[config.mk]
export PLATFORM = sky130hd
export DESIGN_NAME = humidity_sensor_pulse_decoder_flat
export DESIGN_NICKNAME = d
export VERILOG_FILES = /design/src/rtl/hspd_pkg.sv /design/src/rtl/hspd_if.sv /design/src/rtl/hspd_pulse_capture.sv /design/src/rtl/hspd_frame_assembler.sv /design/src/rtl/hspd_result_stage.sv /design/src/rtl/humidity_sensor_pulse_decoder.sv /design/src/flat_wrapper.sv
export VERILOG_INCLUDE_DIRS = /design/src /design/src/rtl
export SDC_FILE = /design/constraint.sdc
export NUM_CORES = 1
export LEC_CHECK = 0
export BUFFER_PORTS_ARGS = -buffer_cell sky130_fd_sc_hd__buf_2
export CORE_MARGIN = 2
export CORE_UTILIZATION = 39
export DETAILED_ROUTE_END_ITERATION = 8
export GPL_ROUTABILITY_DRIVEN = 0
export GPL_TIMING_DRIVEN = 0
export PLACE_DENSITY_LB_ADDON = 0.12
export SYNTH_ARGS = -nofsm -noshare
export SYNTH_HDL_FRONTEND = slang
export SYNTH_SLANG_ARGS = --single-unit
export TNS_END_PERCENT = 30
[constraint.sdc]
create_clock -name clk -period 4.67 [get_ports clk]
set_input_delay 0.2335 -clock clk [delete_from_list [all_inputs] [get_ports clk]]
set_output_delay 0.2335 -clock clk [all_outputs]
set_load 0.05 [all_outputs]
[src/rtl/humidity_sensor_pulse_decoder_assert.svh]
// ----------------------------------------------------------------------------
// Assertion macros for the humidity sensor pulse decoder.
// Each macro samples on clk and is disabled while rst_n is low.
// ----------------------------------------------------------------------------
`ifndef HUMIDITY_SENSOR_PULSE_DECODER_ASSERT_SVH
`define HUMIDITY_SENSOR_PULSE_DECODER_ASSERT_SVH

// The condition must hold whenever the trigger holds, in the same cycle.
`define HSPD_ASSERT_SAME(lbl, trig, cond, msg) \
    lbl: assert property (@(posedge clk) disable iff (!rst_n) (trig) |-> (cond)) \
        else $error(msg);

// The condition must hold in the cycle after the trigger.
`define HSPD_ASSERT_NEXT(lbl, trig, cond, msg) \
    lbl: assert property (@(posedge clk) disable iff (!rst_n) (trig) |=> (cond)) \
        else $error(msg);

`endif

[src/rtl/hspd_pkg.sv]
`timescale 1ns / 1ps
// ----------------------------------------------------------------------------
// hspd_pkg
// Shared constants and stage-to-stage request types of the pulse decoder.
// ----------------------------------------------------------------------------
package hspd_pkg;

    // Frame geometry.
    localparam int FRAME_BITS = 40;
    localparam int BYTE_W     = 8;
    localparam int CNT_W      = 6;

    localparam logic [CNT_W-1:0]  FRAME_COUNT     = CNT_W'(FRAME_BITS);
    localparam logic [BYTE_W-1:0] THRESHOLD_RESET = 8'd100;

    // One captured pulse waiting in the input register.
    typedef struct packed {
        logic              valid;
        logic [BYTE_W-1:0] pulse_width;
        logic              restart;
    } pulse_req_t;

    // One completed frame handed to the result stage.
    typedef struct packed {
        logic                  valid;
        logic [FRAME_BITS-1:0] bits;
    } frame_req_t;

    // Status of the frame assembler.
    typedef struct packed {
        logic             advance;
        logic [CNT_W-1:0] bit_count;
    } asm_status_t;

endpackage

[src/rtl/hspd_if.sv]
`timescale 1ns / 1ps
// ----------------------------------------------------------------------------
// hspd_in_if / hspd_out_if
// Valid/ready channels for pulse requests and decoded frame results.
// ----------------------------------------------------------------------------
interface hspd_in_if;
    import hspd_pkg::*;

    logic              valid;
    logic              ready;
    logic [BYTE_W-1:0] pulse_width;
    logic              restart;

    modport source (output valid, output pulse_width, output restart, input ready);
    modport sink   (input valid, input pulse_width, input restart, output ready);
endinterface

interface hspd_out_if;
    import hspd_pkg::*;

    logic              valid;
    logic              ready;
    logic [BYTE_W-1:0] humidity_int;
    logic [BYTE_W-1:0] humidity_dec;
    logic [BYTE_W-1:0] temp_int;
    logic [BYTE_W-1:0] temp_dec;
    logic [BYTE_W-1:0] check_byte;
    logic              check_ok;

    modport source (
        output valid, output humidity_int, output humidity_dec, output temp_int,
        output temp_dec, output check_byte, output check_ok, input ready
    );
    modport sink (
        input valid, input humidity_int, input humidity_dec, input temp_int,
        input temp_dec, input check_byte, input check_ok, output ready
    );
endinterface

[src/rtl/hspd_pulse_capture.sv]
`timescale 1ns / 1ps
// ----------------------------------------------------------------------------
// hspd_pulse_capture
// Input register: holds one accepted pulse request until the assembler
// consumes it.
// ----------------------------------------------------------------------------
module hspd_pulse_capture (
    input  logic                 clk,
    input  logic                 rst_n,
    hspd_in_if.sink              in_ch,
    input  hspd_pkg::asm_status_t asm_stat,
    output hspd_pkg::pulse_req_t  cap_req
);
    import hspd_pkg::*;

    logic              valid_reg;
    logic              valid_next;
    logic [BYTE_W-1:0] width_reg;
    logic              restart_reg;
    logic              accept;

    // The register may refill in the same cycle its request moves on.
    assign in_ch.ready = !valid_reg || asm_stat.advance;
    assign accept      = in_ch.valid && in_ch.ready;

    always_comb
    begin
        valid_next = valid_reg;
        if (accept)
        begin
            valid_next = 1'b1;
        end
        else if (asm_stat.advance)
        begin
            valid_next = 1'b0;
        end
    end

    // Valid flag.
    always_ff @(posedge clk or negedge rst_n)
    begin
        if (!rst_n)
        begin
            valid_reg <= 1'b0;
        end
        else
        begin
            valid_reg <= valid_next;
        end
    end

    // Payload needs no reset.
    always_ff @(posedge clk)
    begin
        if (accept)
        begin
            width_reg   <= in_ch.pulse_width;
            restart_reg <= in_ch.restart;
        end
    end

    assign cap_req.valid       = valid_reg;
    assign cap_req.pulse_width = width_reg;
    assign cap_req.restart     = restart_reg;

endmodule

[src/rtl/hspd_frame_assembler.sv]
`timescale 1ns / 1ps
// ----------------------------------------------------------------------------
// hspd_frame_assembler
// Slices each pulse against the threshold, shifts the bit in MSB first and
// counts bits until a full frame is collected.
// ----------------------------------------------------------------------------
module hspd_frame_assembler (
    input  logic                          clk,
    input  logic                          rst_n,
    input  logic [hspd_pkg::BYTE_W-1:0]   threshold,
    input  hspd_pkg::pulse_req_t          cap_req,
    input  logic                          frame_ready,
    output hspd_pkg::frame_req_t          frame_req,
    output hspd_pkg::asm_status_t         asm_stat
);
    import hspd_pkg::*;

    logic [FRAME_BITS-1:0] frame_reg;
    logic [FRAME_BITS-1:0] frame_next;
    logic [CNT_W-1:0]      count_reg;
    logic [CNT_W-1:0]      count_next;
    logic [FRAME_BITS-1:0] base_bits;
    logic [CNT_W-1:0]      base_count;
    logic [FRAME_BITS-1:0] shifted;
    logic [CNT_W-1:0]      count_inc;
    logic                  bit_val;
    logic                  complete;
    logic                  advance;

    // A restart drops the partial frame before this pulse is taken.
    assign bit_val    = cap_req.pulse_width > threshold;
    assign base_bits  = cap_req.restart ? '0 : frame_reg;
    assign base_count = cap_req.restart ? '0 : count_reg;
    assign shifted    = {base_bits[FRAME_BITS-2:0], bit_val};
    assign count_inc  = base_count + CNT_W'(1);
    assign complete   = count_inc == FRAME_COUNT;

    // A completing pulse waits until the result stage can take the frame.
    assign advance = cap_req.valid && (!complete || frame_ready);

    always_comb
    begin
        frame_next = frame_reg;
        count_next = count_reg;
        if (advance)
        begin
            if (complete)
            begin
                frame_next = '0;
                count_next = '0;
            end
            else
            begin
                frame_next = shifted;
                count_next = count_inc;
            end
        end
    end

    // Frame state.
    always_ff @(posedge clk or negedge rst_n)
    begin
        if (!rst_n)
        begin
            frame_reg <= '0;
            count_reg <= '0;
        end
        else
        begin
            frame_reg <= frame_next;
            count_reg <= count_next;
        end
    end

    assign frame_req.valid     = cap_req.valid && complete;
    assign frame_req.bits      = shifted;
    assign asm_stat.advance    = advance;
    assign asm_stat.bit_count  = count_reg;

endmodule

[src/rtl/hspd_result_stage.sv]
`timescale 1ns / 1ps
// ----------------------------------------------------------------------------
// hspd_result_stage
// Splits a finished frame into bytes, checks the checksum and holds the
// result in the output register until the receiver takes it.
// ----------------------------------------------------------------------------
module hspd_result_stage (
    input  logic                 clk,
    input  logic                 rst_n,
    input  hspd_pkg::frame_req_t frame_req,
    output logic                 frame_ready,
    hspd_out_if.source           out_ch
);
    import hspd_pkg::*;

    logic              valid_reg;
    logic              valid_next;
    logic [BYTE_W-1:0] hum_int_reg;
    logic [BYTE_W-1:0] hum_dec_reg;
    logic [BYTE_W-1:0] tmp_int_reg;
    logic [BYTE_W-1:0] tmp_dec_reg;
    logic [BYTE_W-1:0] chk_reg;
    logic              ok_reg;
    logic [BYTE_W-1:0] sum8;
    logic              load;

    // The register is free when empty or being read this cycle.
    assign frame_ready = !valid_reg || out_ch.ready;
    assign load        = frame_req.valid && frame_ready;

    // Sum of the four data bytes, kept modulo 256.
    assign sum8 = frame_req.bits[39:32] + frame_req.bits[31:24]
                + frame_req.bits[23:16] + frame_req.bits[15:8];

    always_comb
    begin
        valid_next = valid_reg;
        if (load)
        begin
            valid_next = 1'b1;
        end
        else if (out_ch.ready)
        begin
            valid_next = 1'b0;
        end
    end

    // Valid flag.
    always_ff @(posedge clk or negedge rst_n)
    begin
        if (!rst_n)
        begin
            valid_reg <= 1'b0;
        end
        else
        begin
            valid_reg <= valid_next;
        end
    end

    // Result payload.
    always_ff @(posedge clk)
    begin
        if (load)
        begin
            hum_int_reg <= frame_req.bits[39:32];
            hum_dec_reg <= frame_req.bits[31:24];
            tmp_int_reg <= frame_req.bits[23:16];
            tmp_dec_reg <= frame_req.bits[15:8];
            chk_reg     <= frame_req.bits[7:0];
            ok_reg      <= sum8 == frame_req.bits[7:0];
        end
    end

    assign out_ch.valid        = valid_reg;
    assign out_ch.humidity_int = hum_int_reg;
    assign out_ch.humidity_dec = hum_dec_reg;
    assign out_ch.temp_int     = tmp_int_reg;
    assign out_ch.temp_dec     = tmp_dec_reg;
    assign out_ch.check_byte   = chk_reg;
    assign out_ch.check_ok     = ok_reg;

endmodule

[src/rtl/humidity_sensor_pulse_decoder.sv]
`timescale 1ns / 1ps
// ----------------------------------------------------------------------------
// humidity_sensor_pulse_decoder
// Decodes single-wire humidity sensor pulse widths into 40-bit frames.
// ----------------------------------------------------------------------------
// Usage:
// in_ch carries one request per captured high pulse: its width in timer ticks
// and a restart flag that drops any partial frame before the pulse is used.
// A width strictly above the threshold register is a one bit; bits enter
// MSB first. Every 40th bit produces one request on out_ch with the five
// received bytes and a checksum verdict; other pulses produce nothing.
// cfg_wen/cfg_wdata write the threshold; write it only while the block idles.
// Path: a completing pulse passes the input register, then the result
// register, and is presented on out_ch from the result register.
// Throughput: one pulse per cycle while the result register can take a
// finished frame, set by the single compare-and-shift step between the
// input register and the frame state.
// Reset clears the bit count, the frame bits and both valid flags, and sets
// the threshold to 100. When the receiver stalls, the result register holds;
// pulses that do not finish a frame keep flowing, and the pulse that would
// finish the next frame waits in the input register, so in_ch.ready drops.
// ----------------------------------------------------------------------------
`include "humidity_sensor_pulse_decoder_assert.svh"

module humidity_sensor_pulse_decoder (
    input  logic                        clk,
    input  logic                        rst_n,
    input  logic                        cfg_wen,
    input  logic [hspd_pkg::BYTE_W-1:0] cfg_wdata,
    hspd_in_if.sink                     in_ch,
    hspd_out_if.source                  out_ch
);
    import hspd_pkg::*;

    logic [BYTE_W-1:0] threshold_reg;
    pulse_req_t        cap_req;
    frame_req_t        frame_req;
    asm_status_t       asm_stat;
    logic              frame_ready;

    // Threshold register.
    always_ff @(posedge clk or negedge rst_n)
    begin
        if (!rst_n)
        begin
            threshold_reg <= THRESHOLD_RESET;
        end
        else if (cfg_wen)
        begin
            threshold_reg <= cfg_wdata;
        end
    end

    hspd_pulse_capture u_capture (
        .clk      (clk),
        .rst_n    (rst_n),
        .in_ch    (in_ch),
        .asm_stat (asm_stat),
        .cap_req  (cap_req)
    );

    hspd_frame_assembler u_assembler (
        .clk         (clk),
        .rst_n       (rst_n),
        .threshold   (threshold_reg),
        .cap_req     (cap_req),
        .frame_ready (frame_ready),
        .frame_req   (frame_req),
        .asm_stat    (asm_stat)
    );

    hspd_result_stage u_result (
        .clk         (clk),
        .rst_n       (rst_n),
        .frame_req   (frame_req),
        .frame_ready (frame_ready),
        .out_ch      (out_ch)
    );

    // The bit count never reaches a full frame; completion clears it.
    `HSPD_ASSERT_SAME(a_count_range, 1'b1, asm_stat.bit_count < FRAME_COUNT, "bit count overflow")
    // A pulse that cannot move on must still be held next cycle.
    `HSPD_ASSERT_NEXT(a_cap_hold, cap_req.valid && !asm_stat.advance, cap_req.valid, "pulse lost")
    // A frame taken by the result stage must show up on the output.
    `HSPD_ASSERT_NEXT(a_frame_out, frame_req.valid && frame_ready, out_ch.valid, "frame lost")

endmodule

[src/flat_wrapper.sv]
// flat-port wrapper written by rule: the top's interface ports become plain ports
module humidity_sensor_pulse_decoder_flat import hspd_pkg::*;
  (clk, rst_n, cfg_wen, cfg_wdata, in_ch_valid, in_ch_pulse_width, in_ch_restart, in_ch_ready, out_ch_valid, out_ch_humidity_int, out_ch_humidity_dec, out_ch_temp_int, out_ch_temp_dec, out_ch_check_byte, out_ch_check_ok, out_ch_ready);
  hspd_in_if in_ch_i ();
  hspd_out_if out_ch_i ();
  input  logic clk;
  input  logic rst_n;
  input  logic cfg_wen;
  input  logic [hspd_pkg::BYTE_W-1:0] cfg_wdata;
  input wire logic [$bits(in_ch_i.valid)-1:0] in_ch_valid;
  input wire logic [$bits(in_ch_i.pulse_width)-1:0] in_ch_pulse_width;
  input wire logic [$bits(in_ch_i.restart)-1:0] in_ch_restart;
  output wire logic [$bits(in_ch_i.ready)-1:0] in_ch_ready;
  output wire logic [$bits(out_ch_i.valid)-1:0] out_ch_valid;
  output wire logic [$bits(out_ch_i.humidity_int)-1:0] out_ch_humidity_int;
  output wire logic [$bits(out_ch_i.humidity_dec)-1:0] out_ch_humidity_dec;
  output wire logic [$bits(out_ch_i.temp_int)-1:0] out_ch_temp_int;
  output wire logic [$bits(out_ch_i.temp_dec)-1:0] out_ch_temp_dec;
  output wire logic [$bits(out_ch_i.check_byte)-1:0] out_ch_check_byte;
  output wire logic [$bits(out_ch_i.check_ok)-1:0] out_ch_check_ok;
  input wire logic [$bits(out_ch_i.ready)-1:0] out_ch_ready;
  assign in_ch_i.valid = in_ch_valid;
  assign in_ch_i.pulse_width = in_ch_pulse_width;
  assign in_ch_i.restart = in_ch_restart;
  assign in_ch_ready = in_ch_i.ready;
  assign out_ch_valid = out_ch_i.valid;
  assign out_ch_humidity_int = out_ch_i.humidity_int;
  assign out_ch_humidity_dec = out_ch_i.humidity_dec;
  assign out_ch_temp_int = out_ch_i.temp_int;
  assign out_ch_temp_dec = out_ch_i.temp_dec;
  assign out_ch_check_byte = out_ch_i.check_byte;
  assign out_ch_check_ok = out_ch_i.check_ok;
  assign out_ch_i.ready = out_ch_ready;
  humidity_sensor_pulse_decoder u_core (.clk(clk), .rst_n(rst_n), .cfg_wen(cfg_wen), .cfg_wdata(cfg_wdata), .in_ch(in_ch_i), .out_ch(out_ch_i));
endmodule
**Word-level counts from Yosys, hierarchy flattened**

Index checks and enable logic that the tools add are counted.

- Register bits after elaboration: 105
- Output and inout bits: 43

- Reductions and logical operators: 12
- Equal/unequal tests: 2
- Magnitude comparators: 1
- $add $sub $neg: 4
- Muxes and demuxes: 8

Operators by type and width:

| kind | number |
|---|---|
| 2-to-1 mux 39 bit | 2 |
| adder 8 bit | 3 |
| 2-to-1 mux 6 bit | 2 |
| == test 8 bit | 1 |
| > comparator 8 bit | 1 |
| adder 6 x 1 -> 6 bit (second input constant) | 1 |
| == test 6 bit (second input constant) | 1 |
| logical AND 1 bit | 4 |
| 2-to-1 mux 1 bit | 4 |
| nonzero test 2 bit | 2 |
| logical NOT 1 bit | 3 |
| logical OR 1 bit | 3 |

**Longest topological paths before layout**

- Depth after elaboration: 9
- Mapped depth: 16

**Modules after synthesis**

From an unflattened synthesis, not the netlist that was laid out.

- Cell total of the unflattened synthesis: 355
- Area, all modules: 4961.0 um2

Modules (own cells, without submodules):

| module | sequential area each (um2) | cells an instance | times used | area an instance (um2) |
|---|---|---|---|---|
| hspd_frame_assembler | 1126.1 | 213 | 1 | 2354.8 |
| hspd_result_stage | 1256.2 | 110 | 1 | 1931.9 |
| hspd_pulse_capture | 295.3 | 15 | 1 | 339.1 |
| humidity_sensor_pulse_decoder | 203.9 | 17 | 1 | 335.3 |

**Least setup slack after synthesis**

OpenSTA, ideal clock, no wires.

- Path type: flip-flop to flip-flop
- Start: reg u_core.u_capture.restart_reg
- End: reg u_core.u_result.chk_reg[0] (netlist: u_core.u_result.out_ch.check_byte[0]), enable pin
- Data arrival time: 3.601 ns
- Buffers on the path: 3
- Setup slack: 0.630 ns
- Stages on the path, launching flop included: 10
- Required time: 4.230 ns
- Library setup time: 0.440 ns
- Path through: edfxtp_1 > buf_2 > buf_1 > nor2b_1 > ha_1 > nand3_1 > xor2_1 > o221ai_4 > clkbuf_1 > nor2_1

- Longest elaborated chain between the ends: 5

Ends and longest elaborated chain:

| element | line | RTL |
|---|---|---|
| from (decl) | hspd_pulse_capture.sv:19 | `logic restart_reg;` |
| from (signal assigned) | hspd_pulse_capture.sv:58 | `restart_reg <= in_ch.restart;` |
| 2-to-1 mux 6 bit | hspd_frame_assembler.sv:33 | `assign base_count = cap_req.restart ? '0 : count_reg;` |
| adder 6 x 1 -> 6 bit | hspd_frame_assembler.sv:35 | `assign count_inc = base_count + CNT_W'(1);` |
| == test 6 bit | hspd_frame_assembler.sv:36 | `assign complete = count_inc == FRAME_COUNT;` |
| logical AND 1 bit | hspd_frame_assembler.sv:75 | `assign frame_req.valid = cap_req.valid && complete;` |
| logical AND 1 bit | hspd_result_stage.sv:29 | `assign load = frame_req.valid && frame_ready;` |
| named net u_core.u_result.load | hspd_result_stage.sv:25 | `logic load;` |
| to (signal assigned) | hspd_result_stage.sv:70 | `chk_reg <= frame_req.bits[7:0];` |
| to (decl) | hspd_result_stage.sv:22 | `logic [BYTE_W-1:0] chk_reg;` |

The timed path passes the listed nets, and every way through them passes these cells.
A chain may end at the register's enable or synchronous reset.

==> summary.txt <==
CTS
  – H-tree Lvls: 3
  – CTS clk-pin slew, worst paths: 70 ps
  – Clock Path Buffers: 2
  – Root Buffer: clkbuf_16
  – Clock sinks: 105
  – Clock Latency Late Sink: 360 ps
  – CTS Buf Count: 9
  – CTS tree: yes

Power
  – Cell Pwr Density: 320 mW/mm²
  – Max VDD drop: 0.000176 V
  – P_leak: 2.68 nW

Drt
  – WL final: 10900 µm
  – Vias: 3367
  – Drt first pass iters: 4
  – Detail Route Antenna Nets: 0
  – Drc violations: 0
  – DR iter-0 viols: 175
  – DR vias/cell: 4.89
  – DR WL/cell: 15.9 µm

Setup path
  – Critical R2R Launch: u_core.u_capture.restart_reg
  – Req. time, crit path: 4890 ps
  – Critical path fanouts, max: 10
  – CP Class: reg2reg
  – RR Endpoint: u_core.u_result.out_ch.check_ok
  – Critical Path Sink: u_core.u_result.out_ch.check_ok
  – CP Launch Type: flip-flop
  – R2R cell count: 15
  – Crit path capture type: flip-flop
  – CP Data Arrival Time: 4490 ps
  – R2r setup slk: 400 ps
  – Setup crit start: u_core.u_capture.restart_reg

STA
  – Final worst path period share: 91.4%
  – Clock skew: 10.7 ps
  – Hold_ws: -63.6 ps
  – Final min period: 4270 ps
  – Rel. slew slack: 49.5%
  – Worst-margin pin slew: 758 ps
  – RSZ-0062 raised after global routing: no
  – Final hold violations: 52
  – F_max: 234 MHz
  – Max Slew Vio Count: 0
  – Setup violators final: 0

Final layout
  – Layout area overhead: 17.0%
  – Final layout net count: 563
  – Largest register FFs: 39
  – Number of diodes: 0
  – Layout cell share with drive strength beyond 1: 19.0%
  – Final std cells w/o fill: 688

Die
  – Row count: 41
  – Initial core utilization: 39.5%
  – Core footprint: 0.0125 mm²
  – Die Ht: 117 µm
  – Die X: 117 µm
  – Boundary pin count: 65
  – Die ar.: 0.0136 mm²

Logic synthesis
  – Number of flops mapped to enable cells by yosys: 50
  – Syn_nets: 487
  – Synth unique cells: 42
  – Mapped Area: 0.00495 mm²
  – Post-Syn Area per Cell: 11.4 µm²
  – Main synth FF type: dfrtp_1
  – Mapped Cells: 435
  – Largest area contributor in the netlist: edfxtp_1
  – Synth area leaders: edfxtp_1 (30%), dfrtp_1 (26%), nand3_1 (5.9%)
  – Number of synthesized register bits: 105
  – Ys async rst share: 52.4%
  – Yosys warnings: 0
  – Sequential area share after synthesis: 58.2%
  – Synth top area share: 30.3%

Global route
  – Largest net degree at the start of global routing: 56
  – GR Util met3: 3.63%
  – Overflow after GRT: 0
  – Global Route met1 Usage: 23.2%
  – Antenna violations before repair: 0
  – First-pass GRT wire length: 17900 µm
  – Number of global-route vias before repair: 3373
  – GR Util All Layers: 18.0%
  – Busiest grt layer: met2
  – Global-route met2 utilization: 29.5%

Hold path
  – Hold Crit Class: in2async

Placement
  – Buffers on Ports: 64
  – Detailed-placement wirelength estimate: 7700 µm
  – Inst Count DP: 672

Job
  – Max-cap violations: 0

Status
  – Status: complete, but fails checks
  – Failing checks: negative hold slack
[stage by stage]
| step | setup WS [ps] | setup TNS (ps) | total power (W) | util (%) | area [µm²] |
|---|---|---|---|---|---|
| final | 400 | 0 | 0.00185 | 46.2 | 5790 |
| after global routing | 101 | 0 | 0.00194 | 46.2 | 5790 |
| after CTS | 29.6 | 0 | 0.00188 | 46.2 | 5780 |
| after detailed placement | 35.1 | 0 | 0.00116 | 44.0 | 5510 |
| after global placement | -804 | -32870 | 0.00116 | 43.8 | 5480 |
| after floorplan | 630 | 0 | 0.00110 | - | 4950 |
[kinds of logic (layout without fill, tap and decap cells)]
kind of cell / Yosys count / after routing / share of synthesized area, %
compound gates: 62 / 62 / 7.38
flops: 105 / 105 / 58.2
mux: 2 / 2 / 0.455
buf+inv: 68 / 149 / 5.74
simple gates: 149 / 149 / 15.1
xor+xnor: 19 / 19 / 3.36
fa+ha+maj: 30 / 30 / 9.71
[where the power goes]
part           switching, W  total, W  internal [W]
clock network      0.000335  0.000712      0.000376
registers         0.0000161   0.00101      0.000990
logic             0.0000869  0.000133     0.0000463
total              0.000438   0.00185       0.00141
[placed cells by master (no fill, tap or decap), types with 4 or more instances in the layout]
cell type	n
a21oi_1	11
buf_2	68
clkbuf_1	12
clkbuf_16	9
dfrtp_1	52
edfxtp_1	50
fa_1	14
ha_1	16
inv_1	47
nand2_1	43
nand3_1	58
nor2_1	7
nor2b_1	24
o21ai_0	11
o21ai_1	27
xnor2_1	15
xor2_1	4
[Yosys cell counts, types with 4 or more instances]
library cell and n:
ha_1 16, xnor2_1 15, o21ai_1 27, edfxtp_1 50, dfrtp_1 52, nor2_1 8, nand3_1 58, xor2_1 4
inv_1 48, a21oi_1 11, nand2_1 43, clkbuf_1 11, o21ai_0 11, buf_2 5, fa_1 14, nor2b_1 24
[critical path, stage by stage, from the launching register on]
cell and delay (ps):
edfxtp_1 310, buf_2 230, buf_2 320, clkbuf_2 330, nor2b_1 110, inv_1 90, fa_1 440, fa_1 520
inv_1 40, ha_1 210, fa_1 490, nor4bb_1 290, a31oi_1 70, o32a_1 180, nor4_1 250, and4_1 240
[how the worst min path moves through the flow]
stage	start	end	slack (ps)	depth (start not counted)
3_5_place_dp	in_ch_pulse_width[2]	u_core.u_capture.width_reg[2]	410	1
4_1_cts	in_ch_pulse_width[0]	u_core.u_capture.width_reg[0]	30	1
6_report	rst_n	u_core.threshold_reg[1]	-60	1
5_1_grt	rst_n	u_core.threshold_reg[1]	10	1
2_1_floorplan	rst_n	u_core.threshold_reg[0]	-60	0
3_3_place_gp	in_ch_pulse_width[2]	u_core.u_capture.width_reg[2]	410	1
[per-layer routing]
| layer | vias to the layer above | routed length [µm] |
|---|---|---|
| met5 | - | 0 |
| li1 | 1630 | - |
| met4 | 0 | 231 |
| met1 | 1659 | 4920 |
| met2 | 65 | 5330 |
| met3 | 13 | 429 |
[cell type report]
| type | instances | area, µm² |
|---|---|---|
| clock inverters | 3 | 18.8 |
| fillers | 1228 | 6730 |
| well taps | 172 | 215 |
| inverters | 48 | 184 |
| plain buffers | 20 | 106 |
| flip-flops and latches | 105 | 2880 |
| clock buffers | 13 | 250 |
| multi-input cells | 262 | 1790 |
| repair buffers | 65 | 343 |
[timing repair]
| item | CTS | global route |
|---|---|---|
| hold buffers | 0 | 0 |
| setup buffers | 0 | 0 |
| endpoints found under the setup margin | 0 | 1 |
| resized for setup | 0 | 5 |
Note: power is estimated with default switching activity, not from simulation.
